<file path="config.mk">
export PLATFORM = sky130hd
export DESIGN_NAME = rmq_fifo
export DESIGN_NICKNAME = d
export VERILOG_FILES = /design/src/hw/rtl/rmq_fifo.sv
export SDC_FILE = /design/constraint.sdc
export NUM_CORES = 1
export LEC_CHECK = 0
export BUFFER_PORTS_ARGS = -buffer_cell sky130_fd_sc_hd__buf_2
export CORE_MARGIN = 2
export CORE_UTILIZATION = 44
export CTS_CLUSTER_SIZE = 28
export DETAILED_ROUTE_END_ITERATION = 12
export HOLD_SLACK_MARGIN = 0.03
export PLACE_DENSITY = 0.8
export SLEW_MARGIN = 20
export SYNTH_ARGS = -nofsm -noshare
export SYNTH_HDL_FRONTEND = slang
export SYNTH_SLANG_ARGS = --single-unit
</file>
<file path="constraint.sdc">
create_clock -name i_clk -period 1.55 [get_ports i_clk]
set_input_delay 0.155 -clock i_clk [delete_from_list [all_inputs] [get_ports i_clk]]
set_output_delay 0.155 -clock i_clk [all_outputs]
set_load 0.005 [all_outputs]
</file>
<file path="src/hw/rtl/rmq_fifo.sv">
// Short register queue between front and back.
`default_nettype none
module rmq_fifo #(
    parameter int WIDTH = 8,
    parameter int DEPTH = 2
) (
    input  logic             i_clk,
    input  logic             i_rst_n,
    input  logic             i_valid,
    input  logic [WIDTH-1:0] i_data,
    output logic             o_ready,
    output logic             o_valid,
    output logic [WIDTH-1:0] o_data,
    input  logic             i_ready
);
    localparam int PTR_W = (DEPTH > 1) ? $clog2(DEPTH) : 1;
    localparam int CNT_W = $clog2(DEPTH + 1);

    logic [DEPTH-1:0][WIDTH-1:0] r_mem;
    logic [PTR_W-1:0]            r_wr, r_rd;
    logic [CNT_W-1:0]            r_cnt;
    logic                        push, pop;

    assign o_ready = (r_cnt != CNT_W'(DEPTH));
    assign o_valid = (r_cnt != '0);
    assign o_data  = r_mem[r_rd];
    assign push    = i_valid && o_ready;
    assign pop     = o_valid && i_ready;

    always_ff @(posedge i_clk) begin
        if (!i_rst_n) begin
            r_wr  <= '0;
            r_rd  <= '0;
            r_cnt <= '0;
        end else begin
            if (push) begin
                r_wr <= (r_wr == PTR_W'(DEPTH - 1)) ? '0 : r_wr + 1'b1;
            end
            if (pop) begin
                r_rd <= (r_rd == PTR_W'(DEPTH - 1)) ? '0 : r_rd + 1'b1;
            end
            if (push && !pop) begin
                r_cnt <= r_cnt + 1'b1;
            end else if (pop && !push) begin
                r_cnt <= r_cnt - 1'b1;
            end
        end
    end

    always_ff @(posedge i_clk) begin
        if (push) begin
            r_mem[r_wr] <= i_data;
        end
    end
endmodule
`default_nettype wire

</file>
# == Yosys cells after proc, flatten, opt, wreduce, memory -nomap -nowiden ==
# Cells that the tools add are included.
# W data, S select, Z words.
# totals
regBits,20
latch_bits,0
mem_bits_rw,0
romBits,0
in_bits,12
output_inout_bits,10
word_cells,31
n_memories,0
# classes
add_sub_neg,4
multipliers,0
n_div,0
n_lt_le_gt_ge,3
n_eq_ne,1
shift,0
mux,9
bitwise_logic,0
n_reduce_logical,9
# op_table
op,count
$mux W8,3
$bwmux W16,1
$demux W8 S1,1
$logic_and A1 B1 Y1,5
$lt A1 B2 Y1 const B,2
$mux W2,2
$reduce_bool A2 Y1,2
$add A1 B1 Y1 const B,2
$add A2 B1 Y2 const B,1
$logic_not A1 Y1,2
$mux W1,2
$ne A2 B2 Y1 const B,1
$sub A2 B1 Y2 const B,1
$ge A1 B1 Y1 const B,1

# == Depth between registers and ports, before layout ==
# depth
depth_word,6
mapped_depth,6
mapped_depth_nobuf,6

# == Worst setup path after synthesis ==
# Ideal clock, no wire load.
# synth_timing
kind,register to register
start,register r_cnt[0]
end,register r_cnt[1]
setup_ns,0.070
arrival_time_ns,1.416
required_time_ns,1.480
path_slack_ns,0.064
path_stages_with_launch,6
synth_period_minus_slack_ns,1.486
path_cell_list,dfxtp_1 nand2b_4 and2_1 ha_1 or3_1 a21boi_1
# synth_between
elab_chain_cells,5
word_cells_on_any_way,13
# synth_lines
element,line_no,rtl
"start, declared",21,logic [CNT_W-1:0] r_cnt;
"start signal, assigned",43,r_cnt <= r_cnt + 1'b1;
"start signal, assigned",45,r_cnt <= r_cnt - 1'b1;
$ne A2 B2 Y1 *,24,assign o_ready = (r_cnt != CNT_W'(DEPTH));
via o_ready,11,"output logic o_ready,"
$logic_and A1 B1 Y1 *,27,assign push = i_valid && o_ready;
via push,22,"logic push, pop;"
$logic_not A1 Y1,44,end else if (pop && !push) begin
$logic_and A1 B1 Y1,44,
$reduce_bool A2 Y1 (no source line),-,
# The timed path passes the listed nets; every way through them passes the cells marked *. The select of a mux whose other input is x is not followed.
# A chain may end at the register's enable or synchronous reset.

# == Worst setup path in the final report ==
# layout_timing
start,register r_cnt[0]
end,register r_cnt[1]
# layout_between
elab_chain_cells,5
word_cells_on_any_way,13
# layout_lines
element,line_no
$ne A2 B2 Y1 *,24
$logic_and A1 B1 Y1 *,27
via push,22
$logic_not A1 Y1,44
$logic_and A1 B1 Y1,44
$reduce_bool A2 Y1 (no source line),-
# Marks and branches as above.

==> results.ini <==
[outcome]
status = finished, final reports clean

[timing]
worst_pin_slew_ps = 393.1
max_freq_mhz = 667.6
min_period_over_period_pct = 96.64
setup_violations = 0
slew_headroom_pct = 73.79
hold_viol_final = 0
setup_tns_ps = 0
rsz0062_at_grt = false
fin_skew_ps = 5.499
fin_crit_ps = 1498
drv_slew = 0

[global_routing]
grt_use_total_pct = 12.61
grt_overflow = 0
antenna_found_initial = 0
grt_first_pass_wirelength_um = 1814
grt_start_max_net_pins = 11
first_global_vias = 448

[critical_path]
crit_chain = nand2b_4 > and2_1 > ha_4 > xor2_1 > or3_1 > a21boi_1
crit_type = reg -> reg
crit_arrival_ps = 1710
start_kind = register
cp.required_ps = 1770
cp_slowest_cell = dfxtp_1
worstPathMaxFanout = 5
endpoint_kind = register
slowest_delay_ps = 330

[layout]
drive_above_1_share_pct = 56.94
nNetsFinal = 87
fin_cells = 97
antennaDiodeCount = 0
area_delta_synth_final_pct = 23.70

[power_and_ir_drop]
power_frac_seq_pct = 51.1
internal_power_mw = 1.066
p_comb_share_pct = 33.4
power_mw = 1.473
p_per_area_nw_per_um2 = 1503
p_switching_mw = 0.4065
vdd_drop_max_mv = 0.8079
power.leakage_nw = 0.3802
clkPwrFrac_pct = 15.5
p_sw_share_pct = 27.60

[floorplanning]
start_util_pct = 46.37
ios = 22
die_y_um = 46.43
die_area_um2 = 2155
die_w_um = 46.43
rows = 15
core_um2 = 1708

[place]
hpwl_um = 926.6
io_buffers = 21
place_inst = 94
gp_congestion = 0.7074

[synthesis]
ys_seq_area_share_pct = 70.77
synthesis.nets = 60
yosys_warnings = 0
synth_ff_type = edfxtp_1
synth_seq_cells = 20
synth_top_area_cell = edfxtp_1
avgSynthCellArea_um2 = 16.85
synthesis.instances = 47
syn_area_um2 = 792.0
synth-edff-count = 16
synth_area_leaders = edfxtp_1 61%, mux2_2 11%, dfxtp_1 10%
ys_async_sr_fraction_pct = 0
synth.top_cell.area_share_pct = 60.66
yosysMostFrequentCell = edfxtp_1
synth_commonest_cells = 16 x edfxtp_1, 8 x mux2_2, 4 x dfxtp_1
ys_types = 19

[cts]
numCtsBuffers = 3
cts_tree = built
cts.sinks = 20
clkTransAtPathRegs_ps = 100
cts_root_buf = clkbuf_4
cts_hold_buffers = 0
clk-insertion-delay-late_ps = 290
htreeDepth = 1
clock_path_buffers = 2

[drt]
wirelength_um = 1256
drc = 0
drtAntennaViolNets = 0
vias = 455
drtIter0Drc = 3
vias_per_cell = 4.691
drt_first_pass_iters = 2
wire_per_inst_um = 12.95

[job]
maxCapViolations = 0

[min_path]
hp-class = in -> reg

[layout by cell type (no fill, tap or decap)]
cell type,n
buf_2,21
edfxtp_1,16
mux2_2,8
and2_1,3
clkbuf_4,3
xnor2_1,2
buf_4,2
dfxtp_1,2
dfxtp_2,2
nand2b_4,1
and3_1,1
or2_2,1
o21ai_2,1
nand3b_1,1
inv_1,1
a21bo_2,1
a21boi_0,1
xor2_1,1
o21ai_0,1
or3_1,1
a21boi_1,1
ha_4,1
[sequential cells by signal, summed over array words and instances (netlist names)]
signal / flops
r_cnt: 2
r_mem: 16
r_rd: 1
r_wr: 1
[power groups by stage]
stage | registers, mW | clock network (mW) | logic, mW
floorplan | 0.726 | 0 | 0.315
detailed placement | 0.759 | 0 | 0.464
global route | 0.764 | 0.255 | 0.546
CTS | 0.751 | 0.233 | 0.469
finish | 0.752 | 0.229 | 0.492
global placement | 0.752 | 0 | 0.449
[critical path, delay by kind of cell, from the launching register on]
kind            cells  cell delay (ps)
fa+ha+maj           1              160
flops               1              330
compound gates      1              140
simple gates        3              660
xor+xnor            1              140
[cell type report]
| class | instances | area, um^2 |
|---|---|---|
| well taps | 25 | 31.28 |
| repair buffers | 23 | 120.1 |
| inverters | 1 | 3.754 |
| fillers | 152 | 728.2 |
| flip-flops and latches | 20 | 563.0 |
| clock buffers | 3 | 22.52 |
| multi-input cells | 25 | 239.0 |
[path summary, 6_finish.rpt]
check	startpoint	end	slack, ps	cells past startpoint
worst max-delay path	r_cnt[0]$_SDFFE_PN0P_	r_cnt[1]$_SDFFE_PN0P_	50	6
worst min-delay path	i_data[3]	r_mem[3]$_DFFE_PP_	50	1
worst max register to register	r_cnt[0]$_SDFFE_PN0P_	r_cnt[1]$_SDFFE_PN0P_	50	6
worst min register to register	r_cnt[1]$_SDFFE_PN0P_	r_cnt[1]$_SDFFE_PN0P_	560	2
[kinds of logic (layout without fill, tap and decap cells)]
group / Yosys count / in the layout / share of synthesized area [%]
buffers and inverters: 2 / 27 / 1.105
xor gates and xnor gates: 3 / 3 / 3.318
DFF: 20 / 20 / 70.77
adders and majority gates: 1 / 1 / 1.580
and+or+nand+nor: 8 / 8 / 7.427
AOI/OAI and AO/OA: 5 / 5 / 4.423
muxes: 8 / 8 / 11.37
[layer usage]
metal,vias to the layer above,share of wire [%],track usage (%),routed length (um)
met5,-,0,0,0
met4,0,0.32,6.857,4
met3,2,6.8,3.529,85
met2,16,49,21.67,615
met1,210,44,13.89,550
li1,227,-,-,-
[stage by stage]
step,instance area (um^2),util [%],hold WS (ps),setup slack (ps)
6_report,979.7,57.36,48.05,52.02
5_1_grt,979.7,57.36,35.11,10.43
3_3_place_gp,938.4,54.95,343.2,72.43
4_1_cts,963.4,56.41,44.61,14.69
2_1_floorplan,792.0,-,253.9,63.74
3_5_place_dp,938.4,54.95,346.0,4.480
[what timing repair did]
| item | 4_1_cts | 5_1_grt |
|---|---|---|
| setup buffers | 0 | 0 |
| gates resized for setup | 2 | 2 |
| endpoints found under the setup margin | 3 | 1 |
| gates cloned | 0 | 0 |
| pin swaps | 0 | 1 |
(Power assumes the default switching activity.)
