--- src/hw/rtl/rmq_pkg.sv ---
// Shared types and constants of the matrix-to-quaternion block.
`default_nettype none
package rmq_pkg;
    // Component picked as the largest one.
    typedef enum logic [1:0] {
        COMP_W = 2'd0,
        COMP_X = 2'd1,
        COMP_Y = 2'd2,
        COMP_Z = 2'd3
    } t_comp;

    localparam int SEL_BITS = 2;
    localparam int LANES    = 3;
endpackage
`default_nettype wire

--- src/hw/rtl/rmq_mat_if.sv ---
// Matrix channel: valid, ready and nine matrix elements.
`default_nettype none
interface rmq_mat_if #(parameter int DATA_WIDTH = 16);
    logic                         valid;
    logic                         ready;
    logic signed [DATA_WIDTH-1:0] r11, r12, r13;
    logic signed [DATA_WIDTH-1:0] r21, r22, r23;
    logic signed [DATA_WIDTH-1:0] r31, r32, r33;

    modport source (output valid, r11, r12, r13, r21, r22, r23, r31, r32, r33,
                    input ready);
    modport sink   (input valid, r11, r12, r13, r21, r22, r23, r31, r32, r33,
                    output ready);
endinterface
`default_nettype wire

--- src/hw/rtl/rmq_front.sv ---
// Front end: accept a matrix, form candidates, pick the largest, form differences.
`default_nettype none
module rmq_front #(
    parameter  int DATA_WIDTH = 16,
    localparam int PW = rmq_pkg::SEL_BITS + (DATA_WIDTH + 2) + 3 * (DATA_WIDTH + 1)
) (
    input  logic          i_clk,
    input  logic          i_rst_n,
    rmq_mat_if.sink       i_mat,
    output logic          o_valid,
    output logic [PW-1:0] o_data,
    input  logic          i_ready
);
    import rmq_pkg::*;

    localparam int CW = DATA_WIDTH + 2;
    localparam int DW = DATA_WIDTH + 1;

    logic signed [CW-1:0] e11, e22, e33, c0, c1, c2, c3, best;
    logic signed [DW-1:0] e12, e13, e21, e23, e31, e32, d1, d2, d3;
    t_comp                sel;
    logic                 r_valid;
    logic [PW-1:0]        r_data, n_data;

    assign e11 = CW'(i_mat.r11);
    assign e22 = CW'(i_mat.r22);
    assign e33 = CW'(i_mat.r33);
    assign e12 = DW'(i_mat.r12);
    assign e13 = DW'(i_mat.r13);
    assign e21 = DW'(i_mat.r21);
    assign e23 = DW'(i_mat.r23);
    assign e31 = DW'(i_mat.r31);
    assign e32 = DW'(i_mat.r32);

    assign c0 = e11 + e22 + e33;
    assign c1 = e11 - e22 - e33;
    assign c2 = e22 - e11 - e33;
    assign c3 = e33 - e11 - e22;

    always_comb begin
        // first of equals wins: only a strictly larger value takes over
        sel  = COMP_W;
        best = c0;
        if (c1 > best) begin
            sel  = COMP_X;
            best = c1;
        end
        if (c2 > best) begin
            sel  = COMP_Y;
            best = c2;
        end
        if (c3 > best) begin
            sel  = COMP_Z;
            best = c3;
        end
        unique case (sel)
            COMP_W: begin
                d1 = e23 - e32; d2 = e31 - e13; d3 = e12 - e21;
            end
            COMP_X: begin
                d1 = e23 - e32; d2 = e12 + e21; d3 = e31 + e13;
            end
            COMP_Y: begin
                d1 = e31 - e13; d2 = e12 + e21; d3 = e23 + e32;
            end
            COMP_Z: begin
                d1 = e12 - e21; d2 = e31 + e13; d3 = e23 + e32;
            end
            default: begin
                d1 = '0; d2 = '0; d3 = '0;
            end
        endcase
        n_data = {sel, best, d1, d2, d3};
    end

    assign i_mat.ready = !r_valid || i_ready;
    assign o_valid     = r_valid;
    assign o_data      = r_data;

    always_ff @(posedge i_clk) begin
        if (!i_rst_n) begin
            r_valid <= 1'b0;
        end else if (i_mat.ready) begin
            r_valid <= i_mat.valid;
        end
    end

    always_ff @(posedge i_clk) begin
        if (i_mat.ready && i_mat.valid) begin
            r_data <= n_data;
        end
    end
endmodule
`default_nettype wire

--- src/flat_wrapper.sv ---
// flat-port wrapper written by rule: the top's interface ports become plain ports
module rmq_front_flat import rmq_pkg::*;
#(
    parameter  int DATA_WIDTH = 16,
    localparam int PW = rmq_pkg::SEL_BITS + (DATA_WIDTH + 2) + 3 * (DATA_WIDTH + 1)
)
  (i_clk, i_rst_n, o_valid, o_data, i_ready, i_mat_valid, i_mat_r11, i_mat_r12, i_mat_r13, i_mat_r21, i_mat_r22, i_mat_r23, i_mat_r31, i_mat_r32, i_mat_r33, i_mat_ready);
  rmq_mat_if #(.DATA_WIDTH(DATA_WIDTH)) i_mat_i ();
  input  logic i_clk;
  input  logic i_rst_n;
  output logic o_valid;
  output logic [PW-1:0] o_data;
  input  logic i_ready;
  input wire logic [$bits(i_mat_i.valid)-1:0] i_mat_valid;
  input wire logic [$bits(i_mat_i.r11)-1:0] i_mat_r11;
  input wire logic [$bits(i_mat_i.r12)-1:0] i_mat_r12;
  input wire logic [$bits(i_mat_i.r13)-1:0] i_mat_r13;
  input wire logic [$bits(i_mat_i.r21)-1:0] i_mat_r21;
  input wire logic [$bits(i_mat_i.r22)-1:0] i_mat_r22;
  input wire logic [$bits(i_mat_i.r23)-1:0] i_mat_r23;
  input wire logic [$bits(i_mat_i.r31)-1:0] i_mat_r31;
  input wire logic [$bits(i_mat_i.r32)-1:0] i_mat_r32;
  input wire logic [$bits(i_mat_i.r33)-1:0] i_mat_r33;
  output wire logic [$bits(i_mat_i.ready)-1:0] i_mat_ready;
  assign i_mat_i.valid = i_mat_valid;
  assign i_mat_i.r11 = i_mat_r11;
  assign i_mat_i.r12 = i_mat_r12;
  assign i_mat_i.r13 = i_mat_r13;
  assign i_mat_i.r21 = i_mat_r21;
  assign i_mat_i.r22 = i_mat_r22;
  assign i_mat_i.r23 = i_mat_r23;
  assign i_mat_i.r31 = i_mat_r31;
  assign i_mat_i.r32 = i_mat_r32;
  assign i_mat_i.r33 = i_mat_r33;
  assign i_mat_ready = i_mat_i.ready;
  rmq_front #(.DATA_WIDTH(DATA_WIDTH)) u_core (.i_clk(i_clk), .i_rst_n(i_rst_n), .i_mat(i_mat_i), .o_valid(o_valid), .o_data(o_data), .i_ready(i_ready));
endmodule
--- config.mk ---
export PLATFORM = sky130hd
export DESIGN_NAME = rmq_front_flat
export DESIGN_NICKNAME = d
export VERILOG_FILES = /design/src/hw/rtl/rmq_pkg.sv /design/src/hw/rtl/rmq_mat_if.sv /design/src/hw/rtl/rmq_front.sv /design/src/flat_wrapper.sv
export SDC_FILE = /design/constraint.sdc
export NUM_CORES = 1
export LEC_CHECK = 0
export BUFFER_PORTS_ARGS = -buffer_cell sky130_fd_sc_hd__buf_2
export CAP_MARGIN = 20
export CORE_AREA = 4 4 198 180
export CTS_BUF_LIST = sky130_fd_sc_hd__clkbuf_16
export CTS_CLUSTER_DIAMETER = 50
export CTS_CLUSTER_SIZE = 40
export DETAILED_ROUTE_END_ITERATION = 16
export DIE_AREA = 0 0 202 184
export PLACE_DENSITY = 0.71
export SYNTH_ARGS = -nofsm -noshare
export SYNTH_HDL_FRONTEND = slang
export SYNTH_SLANG_ARGS = --single-unit
--- constraint.sdc ---
create_clock -name i_clk -period 19.6 [get_ports i_clk]
set_clock_uncertainty 0.05 [all_clocks]
set_input_delay 3.92 -clock i_clk [delete_from_list [all_inputs] [get_ports i_clk]]
set_output_delay 3.92 -clock i_clk [all_outputs]
set_load 0.05 [all_outputs]
# --- Word level (Yosys, flattened, before mapping) ---
# Cells that the tools add are included.
word_totals:
  regBits: 72
  latchBits: 0
  ram_bits: 0
  mem_bits_ro: 0
  in_bits: 148
  out_inout_bits: 73
  wordCells: 38
  mem_count: 0
classes:
  n_addsub: 14
  multipliers: 0
  n_div: 0
  n_lt_le_gt_ge: 3
  eq_ne: 3
  shift: 0
  n_mux: 9
  n_bitwise: 0
  reduce_logical: 7
op_table:
  columns: ["cell", "count"]
  rows:
  - ["$pmux 17 s3", 3]
  - ["$sub 16x16->17", 6]
  - ["$add 16x16->17", 4]
  - ["$gt 18x18->1", 3]
  - ["$mux 18", 3]
  - ["$sub 17x16->18", 3]
  - ["$add 17x16->18", 1]
  - ["$reduce_or 2->1", 3]
  - ["$eq 2x2->1 const B", 2]
  - ["$mux 2", 2]
  - ["$eq 2x1->1 const B", 1]
  - ["$logic_not 2->1", 1]
  - ["$logic_and 1x1->1", 1]
  - ["$logic_not 1->1", 1]
  - ["$logic_or 1x1->1", 1]
  - ["$mux 1", 1]

# --- Depth between registers and ports, before layout ---
logic_depth:
  word_depth: 11
  depth_mapped: 61
  mapped_depth_nobuf: 57

# --- Worst setup path before layout ---
# OpenSTA, ideal clock, no wires.
synth_timing:
  kind: "input-to-reg"
  from: "in i_mat_r33[0]"
  to: "reg u_core.r_data[29], in the netlist u_core.o_data[29] (data pin)"
  setup_ps: 262
  t_arrival_ps: 14719
  t_required_ps: 19288
  path_slack_ps: 4568
  stages: 55
  path_buffers: 6
  path_cell_list: "inv_1 -> fa_1 -> fa_1 -> a21oi_1 -> nand2_1 -> a32o_1 -> a32oi_1 -> nand2b_1 -> a21oi_1 -> o21bai_1 -> a21oi_1 -> xnor2_1 -> ha_1 -> nand3_1 -> or3b_2 -> nor4_1 -> or2_2 -> inv_1 -> [... 19 more ...] -> o21a_1 -> o21a_1 -> o21a_1 -> o21a_1 -> o21a_1 -> o21a_1 -> o21ai_0 -> a21oi_1 -> o31a_1 -> o22ai_1 -> a31o_2 -> clkbuf_1 -> clkbuf_1 -> nand2_1 -> ha_1 -> clkbuf_1 -> o21ai_0 -> mux2_1"
synth_via:
  elab_chain_len: 10
  elab_cells_between_ends: 19
  cone_classes: "5 x add/sub; 3 x order compare; 3 x eq/ne; 6 x mux; 2 x reduce/logical"
synth_lines:
  columns: ["item", "line_no", "source"]
  rows:
  - ["start: declaration", "flat_wrapper.sv:23", "input wire logic [$bits(i_mat_i.r33)-1:0] i_mat_r33;"]
  - ["$sub 17x16->18 / $add 17x16->18 (equally long branches)", "rmq_front.sv:36, rmq_front.sv:35", null]
  - ["$gt 18x18->1", "rmq_front.sv:44", "if (c1 > best) begin"]
  - ["$mux 18", "rmq_front.sv:44", null]
  - ["$gt 18x18->1", "rmq_front.sv:48", "if (c2 > best) begin"]
  - ["$mux 18", "rmq_front.sv:48", null]
  - ["$gt 18x18->1", "rmq_front.sv:52", "if (c3 > best) begin"]
  - ["$mux 2 *", "rmq_front.sv:52", null]
  - ["named net u_core.sel[0]", "rmq_front.sv:21", "t_comp sel;"]
  - ["$eq 2x1->1 / $eq 2x2->1 (equally long branches)", "rmq_front.sv:56", "unique case (sel)"]
  - ["$reduce_or 2->1 (no source line)", null, null]
  - ["$pmux 17 s3 *", "rmq_front.sv:56", null]
  - ["named net u_core.d2[12]", "rmq_front.sv:20", "logic signed [DW-1:0] e12, e13, e21, e23, e31, e32, d1, d2, d3;"]
  - ["end signal: assignment", "rmq_front.sv:90", "r_data <= n_data;"]
  - ["end: declaration", "rmq_front.sv:23", "logic [PW-1:0] r_data, n_data;"]
# Mark *: on every way through the listed nets, which the timed path passes. The rest lies on a longest branch.
# A chain may end at the register's enable or synchronous reset.

# --- Worst setup path after layout ---
layout_timing:
  from: "in i_mat_r33[0]"
  to: "reg u_core.r_data[15], in the netlist u_core.o_data[15] (data pin)"
layout_via:
  elab_chain_len: 10
  elab_cells_between_ends: 19
  cone_classes: "5 x add/sub; 3 x order compare; 3 x eq/ne; 6 x mux; 2 x reduce/logical"
layout_lines:
  columns: ["item", "line_no"]
  rows:
  - ["$sub 17x16->18 / $add 17x16->18 (equally long branches)", "rmq_front.sv:36, rmq_front.sv:35"]
  - ["$gt 18x18->1", "rmq_front.sv:44"]
  - ["$mux 18", "rmq_front.sv:44"]
  - ["$gt 18x18->1", "rmq_front.sv:48"]
  - ["$mux 18", "rmq_front.sv:48"]
  - ["$gt 18x18->1", "rmq_front.sv:52"]
  - ["$mux 2 *", "rmq_front.sv:52"]
  - ["$eq 2x2->1", "rmq_front.sv:56"]
  - ["$reduce_or 2->1 (no source line)", null]
  - ["$pmux 17 s3 *", "rmq_front.sv:56"]
  - ["named net u_core.d3[15]", "rmq_front.sv:20"]
# Marked as above.

==> metrics.yaml <==
outcome: "completed"
rsz0062_at_grt: "no"
postLayoutCoreUtil: 0.451
placed_cell_area_um2: 14800
ys_ff_latch: 72
clockBufferDepth: 2
yosysMostFrequentCell: "inv_1"
path_max_fanout: 36
power_leakage_nw: 7.12
cts-resized-gates: 0
ir_drop_v: 0.0000969
ant_nets: 0
gp_congestion: 0.995
worst_slew_pin_slew_ns: 1.03
hpwl_mm: 35.5
yosysTopAreaCell: "ha_1"
grt_max_degree: 72
first_iter_violations: 973
slowest_delay_ns: 0.72
post-cts-setup-buffers: 0
grt_pass1_vias: 11500
syn2layout_area_growth_pct: 14.4
syn_inst: 1579
ys_top_cells_by_area: "ha_1, edfxtp_1, fa_1"
crit_required_ns: 19.68
yosysTopAreaCellShare: 0.199
synth_edf_count: 71
drt-pass1-iter-count: 5
worst_path_most_repeated_cell: "o21a_1"
clk_pin_slew_ns: 0.07
syn_area_um2: 13300
rr_endpoint: "u_core.o_data[67]$_DFFE_PP_"
wl_mm: 41.8
grtUsageTotal: 0.214
synth.distinct_cells: 87
maxCapViolations: 0
wl_per_cell_um: 18.6
start_kind: "input port"
insertion_delay_ns: 0.35
postCtsHoldBufs: 0
min_from: "u_core.o_valid$_SDFFE_PN0N_"
die_area_um2: 37200
crit_type: "input port to flop"
overflow: 0
drv_slew: 0
synth_top_flop_cell: "edfxtp_1"
port_buffers: 220
syn_avg_cell_area_um2: 8.41
yosysWarningCount: 0
via_per_inst: 5.36
drc_errors: 0
reg2reg_from: "u_core.o_valid$_SDFFE_PN0N_"
cts_made_buffers: 9
antenna_found_initial: 2
pwr_density_cell_nw_per_um2: 172
die_y_um: 184
period_needed_ns: 16.74
grt_pass1_wl_mm: 63.4
rows: 64
setup_violations: 0
core_area_um2: 33700
fin_nets: 2205
slew-limit-headroom: 0.310
cts-htree-levels: 3
drive_gt1_frac: 0.155
hold_path_class: "flop to flop"
min_to: "u_core.o_valid$_SDFFE_PN0N_"
critPathSlowestCell: "a31o_2"
ios: 221
die_x_um: 202
crit_arrival_ns: 16.83
fin_setup_tns_ns: 0
max_freq_mhz: 59.7
synth_nets: 2009
start_util: 0.394
worst_hold_slack_ns: 0.489
synthArstFlopShare: 0
worst-r2r-setup-slack_ns: 17.88
finalHoldViolations: 0
r2r_cells: 2
finalCritPeriodShare: 0.854
cts.sinks: 72
yosys-top-cells-count: "inv_1, ha_1, a21oi_1"
cts_tree: "yes"
whs_path_depth: 2
via_count: 12000
clock-root-buffer: "clkbuf_16"
seq_area_frac_synth: 0.162
stdcell_area_um2: 15200
end_kind: "flop"
-- state kept, by name, indices dropped and copies added (netlist names) --
| signal | count |
|---|---|
| u_core.o_data | 71 |
| u_core.o_valid | 1 |
-- cells in the final DEF, fill, tap and decap left out, types with 7 or more instances in the layout --
cell type and n:
buf_2 220, inv_1 215, ha_1 211, a21oi_1 153
nand2_1 117, xnor2_1 104, o21ai_0 103, fa_1 71
edfxtp_1 71, nor2_1 69, o21bai_1 55, nor2b_1 32
a21o_1 25, nand3_1 24, nand2b_1 22, a22oi_1 21
xor2_1 19, o21a_1 16, and3_1 15, nor3_1 11
a31oi_1 11, o31ai_1 11, nand4_1 10, a21boi_0 9
clkbuf_16 9, mux2i_1 8, and2_1 8, mux2_2 8
a2111oi_0 7, a211oi_1 7, o22ai_1 7, o21ai_1 7
-- metrics by stage --
stage	total power, mW	setup WS (ns)	instances
2_1_floorplan	1.84	4.57	1579
3_3_place_gp	2.32	2.37	2224
3_5_place_dp	2.37	2.51	2225
4_1_cts	2.57	2.86	2241
5_1_grt	2.81	1.86	2243
6_report	2.62	2.86	2243
-- worst max-delay path by stage --
stage | from | end | slack (ns) | cells past startpoint
6_report | i_mat_r33[0] | u_core.o_data[15]$_DFFE_PP_ | 2.86 | 54
4_1_cts | i_mat_r33[0] | u_core.o_data[15]$_DFFE_PP_ | 2.86 | 52
3_3_place_gp | i_mat_r33[0] | u_core.o_data[15]$_DFFE_PP_ | 2.37 | 50
3_5_place_dp | i_mat_r33[0] | u_core.o_data[15]$_DFFE_PP_ | 2.51 | 52
5_1_grt | i_mat_r33[2] | u_core.o_data[15]$_DFFE_PP_ | 1.86 | 52
2_1_floorplan | i_mat_r33[0] | u_core.o_data[29]$_DFFE_PP_ | 4.57 | 55
-- layout make-up --
cell class / count / area, um^2
Clock buffer: 9 / 225
Sequential cell: 72 / 2150
Inverter: 216 / 811
Antenna cell: 1 / 2.50
Tap cell: 462 / 578
Clock inverter: 7 / 104
Multi-Input combinational cell: 1251 / 10100
Timing Repair Buffer: 225 / 1180
Fill cell: 3352 / 18500
-- cell families after synthesis --
logic type | share of synthesized area
mux | 0.0154
simple gates | 0.126
compound gates | 0.231
xor+xnor | 0.0811
flops | 0.162
fa+ha+maj | 0.309
buf+inv | 0.0757
-- worst max-delay path: cells and delay by family --
family / cells / cell delay [ns]
simple gates: 13 / 2.75
mux: 1 / 0.08
compound gates: 26 / 6.28
fa+ha+maj: 6 / 2.46
xor+xnor: 1 / 0.11
buf+inv: 7 / 1.19
-- per-layer routing --
| metal | routed length [um] | GRT usage |
|---|---|---|
| met1 | 20000 | 0.317 |
| met2 | 17500 | 0.320 |
| met3 | 3350 | 0.0455 |
| met4 | 904 | 0.0459 |
| met5 | 12 | 0 |
-- power by group --
part	internal [mW]	total [mW]	leakage, nW	switching [mW]
Combinational	0.696	2.05	6.27	1.36
Sequential	0.337	0.374	0.693	0.0366
Clock	0.113	0.187	0.161	0.0738
No activity file was read; power rests on OpenSTA's default activity.
